`src/sv/tbra_pkg.sv`:
```
// Package for the tile bitmap rectangle allocator.
// Holds command, status and register index codes and bus widths; no dependencies.
`default_nettype none
package tbra_pkg;
  localparam logic [1:0] CMD_ALLOC = 2'd0;
  localparam logic [1:0] CMD_CLEAR = 2'd1;
  localparam logic [1:0] CMD_CHECK = 2'd2;

  localparam logic [1:0] ST_OK    = 2'd0;
  localparam logic [1:0] ST_FAIL  = 2'd1;
  localparam logic [1:0] ST_RANGE = 2'd2;

  localparam logic [1:0] REG_TILE_W = 2'd0;
  localparam logic [1:0] REG_TILE_H = 2'd1;
  localparam logic [1:0] REG_EPOCH  = 2'd2;

  localparam int IN_BITS  = 72;
  localparam int OUT_BITS = 40;
endpackage
`default_nettype wire

```
`src/sv/tile_bitmap_rect_allocator.sv`:
```
// Tile bitmap rectangle allocator, top level with its sequencer and maps.
// Depends on tbra_pkg.
//
// One item at a time. Ceil-divisions and offsets go through one shared
// restoring divider (one restoring step per quotient bit, then a decision
// state; two quotients for an allocate, four for a check). Clear sweeps the
// maps one row a cycle. Allocate visits each candidate start row, ANDs ht
// rows read through the free-map port, then tests one column per cycle; at a
// hit it reads each of the ht rows and writes it back with the run cleared.
// Check reads up to ht damage rows. A reset starts the same clearing pass,
// and no item is accepted until it ends. Results wait in an output register,
// and the next item is accepted only after the result has been taken.
`default_nettype none
module tile_bitmap_rect_allocator #(
  parameter int ROW_BITS = 32,
  parameter int TILE_ROWS = 64
) (
  input  wire logic        clk,
  input  wire logic        rst_n,
  input  wire logic        in_tvalid,
  output logic             in_tready,
  // cmd[1:0], width_px[14:2], height_px[30:15], rect_x[46:31], rect_y[62:47],
  // epoch_tag[70:63], zero fill above
  input  wire logic [tbra_pkg::IN_BITS-1:0] in_tdata,
  output logic             out_tvalid,
  input  wire logic        out_tready,
  // pos_x[15:0], pos_y[31:16], status[33:32], zero fill above
  output logic [tbra_pkg::OUT_BITS-1:0] out_tdata,
  input  wire logic        cfg_we,
  input  wire logic [1:0]  cfg_index,
  input  wire logic [7:0]  cfg_data
);
  import tbra_pkg::*;

  localparam int RW = $clog2(TILE_ROWS);
  localparam int CW = $clog2(ROW_BITS + 1);
  localparam int TW = $clog2(TILE_ROWS + 1);

  typedef enum logic [3:0] {
    S_CLR, S_IDLE, S_DIV, S_DECIDE, S_ROWRD, S_COL, S_WRITE, S_CHK, S_DONE
  } state_t;
  typedef enum logic [1:0] { D_W, D_H, D_X, D_Y } dsel_t;

  logic [ROW_BITS-1:0] free_mem [TILE_ROWS];
  logic [ROW_BITS-1:0] dmg_mem  [TILE_ROWS];

  state_t state_r;
  dsel_t  dsel_r;
  logic [7:0]  tw_r, th_r, epoch_r;
  logic [1:0]  cmd_r;
  logic [12:0] wpx_r;
  logic [15:0] hpx_r, rx_r, ry_r;
  logic [7:0]  etag_r;
  logic [16:0] dnum_r, quo_r;
  logic [7:0]  rem_r;
  logic [4:0]  dcnt_r;
  logic [16:0] wt_r, ht_r, xt_r, yt_r;
  logic [RW-1:0] row_r;
  logic [TW-1:0] k_r;
  logic [CW-1:0] col_r;
  logic [ROW_BITS-1:0] acc_r, mask_r;
  logic        rd_pend_r;
  logic [ROW_BITS-1:0] frd_r, drd_r;
  logic [RW-1:0] addr_r;
  logic        out_valid_r;
  logic [15:0] px_r, py_r;
  logic [1:0]  st_r;
  logic [23:0] mul_r;

  logic [7:0] tw_e, th_e, dden;
  logic [8:0] rtry;
  logic [16:0] dnum_in;
  assign tw_e = (tw_r == 8'd0) ? 8'd1 : tw_r;
  assign th_e = (th_r == 8'd0) ? 8'd1 : th_r;
  assign dden = (dsel_r == D_W || dsel_r == D_X) ? tw_e : th_e;
  // One restoring step: shift in the next numerator bit, subtract if it fits.
  assign rtry = {rem_r, dnum_r[16]} - {1'b0, dden};

  function automatic logic [16:0] div_num(dsel_t s, logic [12:0] w, logic [15:0] h,
                                          logic [15:0] x, logic [15:0] y,
                                          logic [7:0] tw, logic [7:0] th);
    unique case (s)
      D_W: div_num = {4'd0, w} + {9'd0, tw} - 17'd1;
      D_H: div_num = {1'b0, h} + {9'd0, th} - 17'd1;
      D_X: div_num = {1'b0, x};
      default: div_num = {1'b0, y};
    endcase
  endfunction

  logic [ROW_BITS-1:0] run_m;
  always_comb begin
    run_m = '1;
    run_m = ~(run_m >> wt_r[CW-1:0]);
  end

  assign in_tready = (state_r == S_IDLE) && !out_valid_r;
  assign out_tvalid = out_valid_r;
  assign out_tdata = {{(OUT_BITS-34){1'b0}}, st_r, py_r, px_r};

  always_ff @(posedge clk) begin
    if (rd_pend_r) begin
      frd_r <= free_mem[addr_r];
      drd_r <= dmg_mem[addr_r];
    end
    if (state_r == S_CLR) begin
      free_mem[addr_r] <= '1;
      dmg_mem[addr_r]  <= '1;
    end else if (state_r == S_WRITE && !rd_pend_r) begin
      free_mem[addr_r] <= frd_r & ~mask_r;
      dmg_mem[addr_r]  <= drd_r & ~mask_r;
    end
  end

  always_ff @(posedge clk) begin
    if (!rst_n) begin
      state_r <= S_CLR;
      addr_r <= '0;
      out_valid_r <= 1'b0;
      rd_pend_r <= 1'b0;
      tw_r <= 8'd16;
      th_r <= 8'd16;
      epoch_r <= 8'd0;
      dsel_r <= D_W;
      cmd_r <= CMD_ALLOC;
      st_r <= ST_OK;
      px_r <= '0;
      py_r <= '0;
    end else begin
      if (cfg_we) begin
        unique case (cfg_index)
          REG_TILE_W: tw_r <= cfg_data;
          REG_TILE_H: th_r <= cfg_data;
          REG_EPOCH:  epoch_r <= cfg_data;
          default: ;
        endcase
      end
      if (out_valid_r && out_tready) out_valid_r <= 1'b0;
      unique case (state_r)
        S_CLR: begin
          if (addr_r == RW'(TILE_ROWS - 1)) begin
            // The pass after a reset gives no result; a clear item does.
            if (cmd_r == CMD_CLEAR) begin
              out_valid_r <= 1'b1;
            end
            state_r <= S_IDLE;
          end
          addr_r <= addr_r + 1'b1;
        end
        S_IDLE: begin
          if (in_tvalid && in_tready) begin
            cmd_r  <= in_tdata[1:0];
            wpx_r  <= in_tdata[14:2];
            hpx_r  <= in_tdata[30:15];
            rx_r   <= in_tdata[46:31];
            ry_r   <= in_tdata[62:47];
            etag_r <= in_tdata[70:63];
            px_r <= '0;
            py_r <= '0;
            if (in_tdata[1:0] == CMD_CLEAR) begin
              st_r <= ST_OK;
              addr_r <= '0;
              state_r <= S_CLR;
            end else if (in_tdata[1:0] == CMD_ALLOC || in_tdata[1:0] == CMD_CHECK) begin
              st_r <= ST_OK;
              dsel_r <= D_W;
              dnum_r <= div_num(D_W, in_tdata[14:2], 16'd0, 16'd0, 16'd0, tw_e, th_e);
              rem_r <= '0;
              dcnt_r <= '0;
              state_r <= S_DIV;
            end else begin
              st_r <= ST_RANGE;
              state_r <= S_DONE;
            end
          end
        end
        S_DIV: begin
          if (rtry[8]) rem_r <= {rem_r[6:0], dnum_r[16]};
          else rem_r <= rtry[7:0];
          dnum_r <= {dnum_r[15:0], ~rtry[8]};
          dcnt_r <= dcnt_r + 1'b1;
          if (dcnt_r == 5'd16) begin
            quo_r <= {dnum_r[15:0], ~rtry[8]};
            state_r <= S_DECIDE;
          end
        end
        S_DECIDE: begin
          unique case (dsel_r)
            D_W: wt_r <= quo_r;
            D_H: ht_r <= quo_r;
            D_X: xt_r <= quo_r;
            default: yt_r <= quo_r;
          endcase
          if (dsel_r != D_Y && !(dsel_r == D_H && cmd_r == CMD_ALLOC)) begin
            dsel_r <= dsel_t'(dsel_r + 2'd1);
            dnum_r <= div_num(dsel_t'(dsel_r + 2'd1), wpx_r, hpx_r, rx_r, ry_r, tw_e, th_e);
            rem_r <= '0;
            dcnt_r <= '0;
            state_r <= S_DIV;
          end else if (cmd_r == CMD_ALLOC) begin
            if (wt_r == 17'd0 || quo_r == 17'd0 || wt_r > 17'(ROW_BITS)
                || quo_r > 17'(TILE_ROWS)) begin
              st_r <= ST_RANGE;
              state_r <= S_DONE;
            end else begin
              row_r <= '0;
              k_r <= '0;
              acc_r <= '1;
              addr_r <= '0;
              rd_pend_r <= 1'b1;
              state_r <= S_ROWRD;
            end
          end else if (etag_r == epoch_r) begin
            state_r <= S_DONE;
          end else if (wt_r == 17'd0 || ht_r == 17'd0
                       || {1'b0, xt_r} + {1'b0, wt_r} > 18'(ROW_BITS)
                       || {1'b0, quo_r} + {1'b0, ht_r} > 18'(TILE_ROWS)) begin
            st_r <= ST_RANGE;
            state_r <= S_DONE;
          end else begin
            mask_r <= run_m >> xt_r[CW-1:0];
            k_r <= '0;
            addr_r <= quo_r[RW-1:0];
            rd_pend_r <= 1'b1;
            state_r <= S_CHK;
          end
        end
        S_ROWRD: begin
          if (rd_pend_r) begin
            rd_pend_r <= 1'b0;
          end else if (17'(k_r) == ht_r) begin
            col_r <= '0;
            mask_r <= run_m;
            state_r <= S_COL;
          end else begin
            acc_r <= acc_r & frd_r;
            k_r <= k_r + 1'b1;
            addr_r <= addr_r + 1'b1;
            if (17'(k_r) + 17'd1 != ht_r) rd_pend_r <= 1'b1;
          end
        end
        S_COL: begin
          if ((acc_r & mask_r) == mask_r) begin
            mul_r <= 24'(col_r) * 24'(tw_e);
            k_r <= '0;
            addr_r <= row_r;
            rd_pend_r <= 1'b1;
            state_r <= S_WRITE;
          end else if (32'(col_r) + 32'(wt_r) >= 32'(ROW_BITS)) begin
            if (32'(row_r) + 32'(ht_r) >= 32'(TILE_ROWS)) begin
              st_r <= ST_FAIL;
              state_r <= S_DONE;
            end else begin
              row_r <= row_r + 1'b1;
              addr_r <= row_r + 1'b1;
              k_r <= '0;
              acc_r <= '1;
              rd_pend_r <= 1'b1;
              state_r <= S_ROWRD;
            end
          end else begin
            col_r <= col_r + 1'b1;
            mask_r <= mask_r >> 1;
          end
        end
        S_WRITE: begin
          if (k_r == '0 && rd_pend_r) px_r <= mul_r[15:0];
          if (rd_pend_r) begin
            rd_pend_r <= 1'b0;
          end else begin
            k_r <= k_r + 1'b1;
            addr_r <= addr_r + 1'b1;
            if (17'(k_r) + 17'd1 == ht_r) begin
              mul_r <= 24'(row_r) * 24'(th_e);
              state_r <= S_DONE;
              cmd_r <= CMD_CHECK;
            end else begin
              rd_pend_r <= 1'b1;
            end
          end
        end
        S_CHK: begin
          if (rd_pend_r) begin
            rd_pend_r <= 1'b0;
          end else if ((drd_r & mask_r) != mask_r) begin
            st_r <= ST_FAIL;
            state_r <= S_DONE;
          end else if (17'(k_r) + 17'd1 == ht_r) begin
            state_r <= S_DONE;
          end else begin
            k_r <= k_r + 1'b1;
            addr_r <= addr_r + 1'b1;
            rd_pend_r <= 1'b1;
          end
        end
        S_DONE: begin
          // After an allocate hit, the row product lands here.
          if (cmd_r == CMD_CHECK && st_r == ST_OK && px_r != 16'hFFFF && state_r == S_DONE
              && wt_r != 17'd0 && dsel_r == D_H) begin
            py_r <= mul_r[15:0];
          end
          out_valid_r <= 1'b1;
          state_r <= S_IDLE;
        end
        default: state_r <= S_IDLE;
      endcase
    end
  end
endmodule
`default_nettype wire
```
`config.mk`:
```
export PLATFORM = sky130hd
export DESIGN_NAME = tile_bitmap_rect_allocator
export DESIGN_NICKNAME = d
export VERILOG_FILES = /design/src/sv/tbra_pkg.sv /design/src/sv/tile_bitmap_rect_allocator.sv
export SDC_FILE = /design/constraint.sdc
export NUM_CORES = 2
export LEC_CHECK = 0
export BUFFER_PORTS_ARGS = -buffer_cell sky130_fd_sc_hd__buf_2
export CAP_MARGIN = 20
export CELL_PAD_IN_SITES_DETAIL_PLACEMENT = 1
export CELL_PAD_IN_SITES_GLOBAL_PLACEMENT = 1
export CORE_MARGIN = 10
export CORE_UTILIZATION = 50
export DETAILED_ROUTE_END_ITERATION = 6
export PLACE_DENSITY_LB_ADDON = 0.1
export SLEW_MARGIN = 20
export SYNTH_ARGS = -nofsm -noshare
export SYNTH_HDL_FRONTEND = slang
export SYNTH_SLANG_ARGS = --single-unit
```
`constraint.sdc`:
```
create_clock -name clk -period 8.3 [get_ports clk]
set_input_delay 0 -clock clk [delete_from_list [all_inputs] [get_ports clk]]
set_output_delay 0 -clock clk [all_outputs]
set_load 0.02 [all_outputs]
```
After elaboration in Yosys (flattened, before gate mapping). Memories as Yosys holds them, arrays and structs flattened. A register that Yosys moved wholly into a read port is not among the register bits. Cells that the tools add are included.

Flip-flop bits (word level): 340. Bits in writable memories: 4096. Memory bits (read-only): 0. Bits in latches: 0. Input port bits: 87. Output and inout bits: 42. Memories kept: 2.

Memory list: dmg_mem (depth 64, bits a word 32, rd ports 1, clocked after memory_dff 1, write ports 1, line tile_bitmap_rect_allocator.sv:45) `logic [ROW_BITS-1:0] dmg_mem [TILE_ROWS];`; free_mem (depth 64, bits a word 32, rd ports 1, clocked after memory_dff 1, write ports 1, line tile_bitmap_rect_allocator.sv:44) `logic [ROW_BITS-1:0] free_mem [TILE_ROWS];`.

Multiplexer cells: 158. Order comparisons: 6. Reduce and logical (&&, ||, !) cells: 71. Bitwise gates (word level): 10. Add/subtract/negate cells: 18. Multiply operators: 2. Shifts and indexed selects: 2. Equality and inequality tests: 65. Div/mod/pow operators: 0.

Operators with widths (count): 32-bit two-way mux (18); 32-bit one-hot mux with 3 select lines (2); 32-bit bitwise AND (5); 6-bit two-way mux (23); 17-bit one-hot mux with 3 select lines (2); 7-bit two-way mux (14); 16-bit two-way mux (6); 16-bit one-hot mux with 2 select lines (3); 4-bit two-way mux (19); 17-bit two-way mux (4); 8-bit two-way mux (8); 32-bit NOT (2); 17-bit zero test (3); 2-bit inequality test, second input constant (24); 6-bit one-hot mux with 7 select lines (1); 2-bit two-way mux (20); 17-bit by 17-bit adder with 18-bit output (2); 6-bit by 17-bit adder with 18-bit output (2); 7-bit one-hot mux with 5 select lines (1); 32-bit == test (1); 32-bit inequality test (1); 4-bit one-hot mux with 8 select lines (1); 32-bit by 6-bit >> shifter with 32-bit output (1); 32-bit by 6-bit >> shifter with 32-bit output, first input constant (1); other kinds (67) (168).

Depth between registers and ports, before layout.
Depth after elaboration: 9. Depth in mapped cells: 21. Depth with buffers taken out: 20.

Least setup slack after synthesis. OpenSTA, ideal clock, no wires.

Path kind: register to register. Start: register wt_r[1]. End: register mask_r[0], enable pin. Stages on the path, launching flop included: 14. Data required time: 7832 ps. Buffers on the path: 1. Setup time: 468 ps. Path slack: 2339 ps. Data arrival time: 5493 ps. Cells stage by stage: edfxtp_1 clkbuf_1 inv_1 fa_1 nand2b_1 a21oi_1 o211ai_2 a21bo_1 a2111oi_0 o2111ai_1 nor4_4 and3_1 nor2_1 nor3b_1.

Longest elaborated chain between the ends: 6. Elaborated cells between the ends (all ways): 11. Those cells by class: add/sub (2); order compare (2); eq/ne (2); reduce/logical (5).

RTL lines: start: declaration (line tile_bitmap_rect_allocator.sv:57) `logic [16:0] wt_r, ht_r, xt_r, yt_r;`; start signal: assignment (line tile_bitmap_rect_allocator.sv:188) `D_W: wt_r <= quo_r;`; 17-bit by 17-bit adder with 18-bit output or 17-bit zero test (tied branches) (line tile_bitmap_rect_allocator.sv:215, tile_bitmap_rect_allocator.sv:214); 18-bit by 6-bit greater-than comparator with 1-bit output or 1-bit logical OR (tied branches) (line tile_bitmap_rect_allocator.sv:215, tile_bitmap_rect_allocator.sv:214); 1-bit logical OR (line tile_bitmap_rect_allocator.sv:215) `|| {1'b0, xt_r} + {1'b0, wt_r} > 18'(ROW_BITS)`; 1-bit logical OR (line tile_bitmap_rect_allocator.sv:216) `|| {1'b0, quo_r} + {1'b0, ht_r} > 18'(TILE_ROWS)) begin`; 2-bit inequality test (no line); 10-bit AND reduction (no line) (*); end signal: assignment (line tile_bitmap_rect_allocator.sv:220) `mask_r <= run_m >> xt_r[CW-1:0];`; end signal: assignment (line tile_bitmap_rect_allocator.sv:232) `mask_r <= run_m;`; end signal: assignment (line tile_bitmap_rect_allocator.sv:262) `mask_r <= mask_r >> 1;`; end: declaration (line tile_bitmap_rect_allocator.sv:61) `logic [ROW_BITS-1:0] acc_r, mask_r;`.

Every way passes the cells marked *; elsewhere a longest branch is shown, timed or not. A chain may end at the register's enable or synchronous reset.

Worst setup path in the final report.
Start: register wt_r[1]. End: register mask_r[14], enable pin.

Same word-level chain as after synthesis.

==> flow_metrics.tcl <==
set metrics [dict create \
    layout_commonest_cell "edfxtp_1" \
    routed_wl_mm 621 \
    rsz0062_at_grt "no" \
    seqPwrFrac_pct 49.3 \
    synth_edf_count 4424 \
    netlist_instances 10400 \
    cp-start-kind "register" \
    cts_tree "built" \
    gr-total-overflow 0 \
    p_leak_nw 70.5 \
    dpl.hpwl_mm 331 \
    setup.worst_path.class "reg2reg" \
    ys.flop_type "edfxtp_1" \
    endpoint_kind "register" \
    setup_viol 0 \
    drv_cap 0 \
    drcViolationCount 0 \
    drt_iter0_drc 16200 \
    power.share.switching_pct 26.5 \
    pwr-share-comb_pct 11.2 \
    drtPass1Iterations 6 \
    num_vias 110000 \
    slowest_delay_ps 860 \
    ios 129 \
    finalCritPeriodShare_pct 63.3 \
    relSlewSlack_pct 13.5 \
    cp_data_arrival_time_ps 5860 \
    place.gp.congestion 0.901 \
    antenna_found_initial 14 \
    mostFrequentLayoutCells "4424 x edfxtp_1, 1508 x a22oi_1, 459 x clkbuf_16" \
    wl_per_cell_um 39.3 \
    finalHoldViolCount 0 \
    fin_skew_ps 84.1 \
    synthesis.area_um2 173000 \
    holdWs_ps 52.8 \
    setup.worst_path.start "wt_r[1]" \
    ctsHtreeMaxLevel 5 \
    clk_pin_slew_ps 70 \
    required_ps 8900 \
    p_int_w 0.0373 \
    die_w_um 609 \
    grt_start_max_net_pins 112 \
    async_reset_ff_share_pct 0 \
    hold_path_class "in2reg" \
    yosys_warnings 0 \
    cts_sinks 4494 \
    vias_per_cell 6.96 \
    initial_core_util_pct 50.1 \
    port_buffers 117 \
    area_delta_synth_final_pct 14.4 \
    worstSkewPairLatency_ps 1040 \
    setup_tns_ps 0 \
    drive_gt1_share_pct 11.4 \
    syn_avg_cell_area_um2 16.7 \
    dieArea_um2 370000 \
    ctsResizeCount 0 \
    cts_setup_buffers 0 \
    grt_pass1_wl_mm 864 \
    power_switching_w 0.0135 \
    first_global_vias 112000 \
    holdCritStartpoint "in_tdata[0]" \
    ys_seq_area_share_pct 77.5 \
    worstMarginPinSlew_ps 1300 \
    worstPathCellList "inv_1, fa_1, nand2b_1, a21oi_1, o211ai_2, a21bo_1, a2111oi_0, o2111ai_1, nor4_4, and3_1, nor2_1, nor3b_2, buf_4" \
    worst-r2r-setup-slack_ps 3040 \
    worst_path_max_delay_cell "edfxtp_1" \
    grt.total_usage_pct 32.4 \
    drv_slew 0 \
    ant_nets 0 \
    ir_drop_uv 326 \
    power_density_nw_per_um2 256 \
    row_count 216 \
    die_h_um 609 \
    yosysUniqueCellTypes 103 \
    r2r-start "wt_r[1]" \
    cp_max_fo 32 \
    clockBufferDepth 4 \
    ys_seq_elements 4494 \
    clkPwrFrac_pct 39.5 \
    fillers 30700 \
    cts_buffers 454 \
    finalWorstPathRequiredPeriod_ps 5260 \
    core_area_um2 346000 \
    fmax_mhz 190 \
    outcome "completed" \
    cts-root-buf "clkbuf_16" \
    final_nets 11100 \
]
==> repair_timing <==
action / 4_1_cts / 5_1_grt
endpoints found under the setup margin: 0 / 0
hold buffers: 176 / 0
endpoints found under the hold margin: 185 / 0
==> Yosys cell counts, types with 18 or more instances <==
master    instances  area, um^2
dfxtp_1          70        1400
nor3_1           59         295
nand2_1         293        1100
ha_1            177        2210
a21o_1           25         188
o31ai_1          18         135
o21ai_0         185         926
nor2_1          299        1120
nor2b_1          31         194
nand3_1         154         771
nand4_1         104         651
buf_1            97         364
xor2_1           46         403
a21oi_1         299        1500
a41oi_1         159        1390
nor4_1           93         582
a31oi_1         265        1660
fa_1             58        1160
o221ai_1         23         201
nand2b_1         31         194
edfxtp_1       4424      133000
mux2i_1          61         611
clkbuf_1        534        2000
o22ai_1          29         181
and2_1           61         382
a211oi_1         27         203
a221oi_1        288        2520
inv_1           314        1180
xnor2_1          70         613
and3_1           28         175
a22oi_1        1508       11300
a22o_1          286        2500
==> metal layers <==
metal  part of all wire, %  GRT usage, %
met3                    11          6.97
met1                    38          43.7
met4                   4.5          12.8
met2                    47          51.7
met5                     0             0
==> cells by family (layout without fill, tap and decap cells) <==
logic type	after synthesis	count (layout)	share of synthesized area (%)
AO/OA/AOI/OAI	3250	3250	13.8
buffers and inverters	977	1794	2.17
other	1	28	0.00217
multiplexers	72	72	0.431
AND/OR/NAND/NOR	1225	1225	3.49
adder cells (fa/ha/maj)	235	235	1.95
flip-flops	4494	4494	77.5
XOR/XNOR	117	117	0.596
==> flip-flops by register name, indices dropped and copies added, names as in the netlist, 13 cells and up <==
signal	cells
acc_r	32
dmg_mem	2048
dnum_r	17
drd_r	32
frd_r	32
free_mem	2048
hpx_r	16
ht_r	17
mask_r	32
mul_r	14
px_r	14
py_r	14
quo_r	17
rx_r	16
ry_r	16
wpx_r	13
wt_r	17
xt_r	17
==> path summary, 6_finish.rpt <==
path	end	depth (start not counted)
worst min register to register	px_r[6]	2
worst min-delay path	state_r[3]	4
worst max register to register	mask_r[14]	13
worst max-delay path	mask_r[14]	13
==> critical path, delay by kind of cell, from the launching register on <==
kind / cells / cell delay (ps)
buffers and inverters: 2 / 870
adders and majority gates: 1 / 530
AOI/OAI and AO/OA: 5 / 1300
and+or+nand+nor: 5 / 1240
DFF: 1 / 860
==> power groups by stage <==
stage | registers, W | logic [W] | clock network (W)
2_1_floorplan | 0.0255 | 0.00265 | 0
3_3_place_gp | 0.0255 | 0.00541 | 0
3_5_place_dp | 0.0255 | 0.00544 | 0
4_1_cts | 0.0250 | 0.00551 | 0.0202
5_1_grt | 0.0250 | 0.00576 | 0.0212
6_report | 0.0250 | 0.00569 | 0.0201
==> stage by stage <==
step	util (%)	setup WS [ps]	power (W)	cells	instance area, um^2
2_1_floorplan	-	2340	0.0281	10400	173000
3_3_place_gp	52.5	3050	0.0309	14700	181000
3_5_place_dp	52.6	3100	0.0309	14800	182000
4_1_cts	57.2	3020	0.0507	15800	198000
5_1_grt	57.3	2740	0.0519	15800	198000
6_report	57.3	3040	0.0507	15800	198000
==> area by class of cell <==
class	count	area, um^2	area share, %
clock inverter	269	2420	1.22
tap	4578	5730	2.89
antenna	18	45.0	0.0227
multi-input combinational	4909	36600	18.5
clock buffer	566	11900	6.01
inverter	319	1200	0.605
sequential	4494	134000	67.8
timing repair buffer	640	5920	2.99
(Power assumes the default switching activity.)
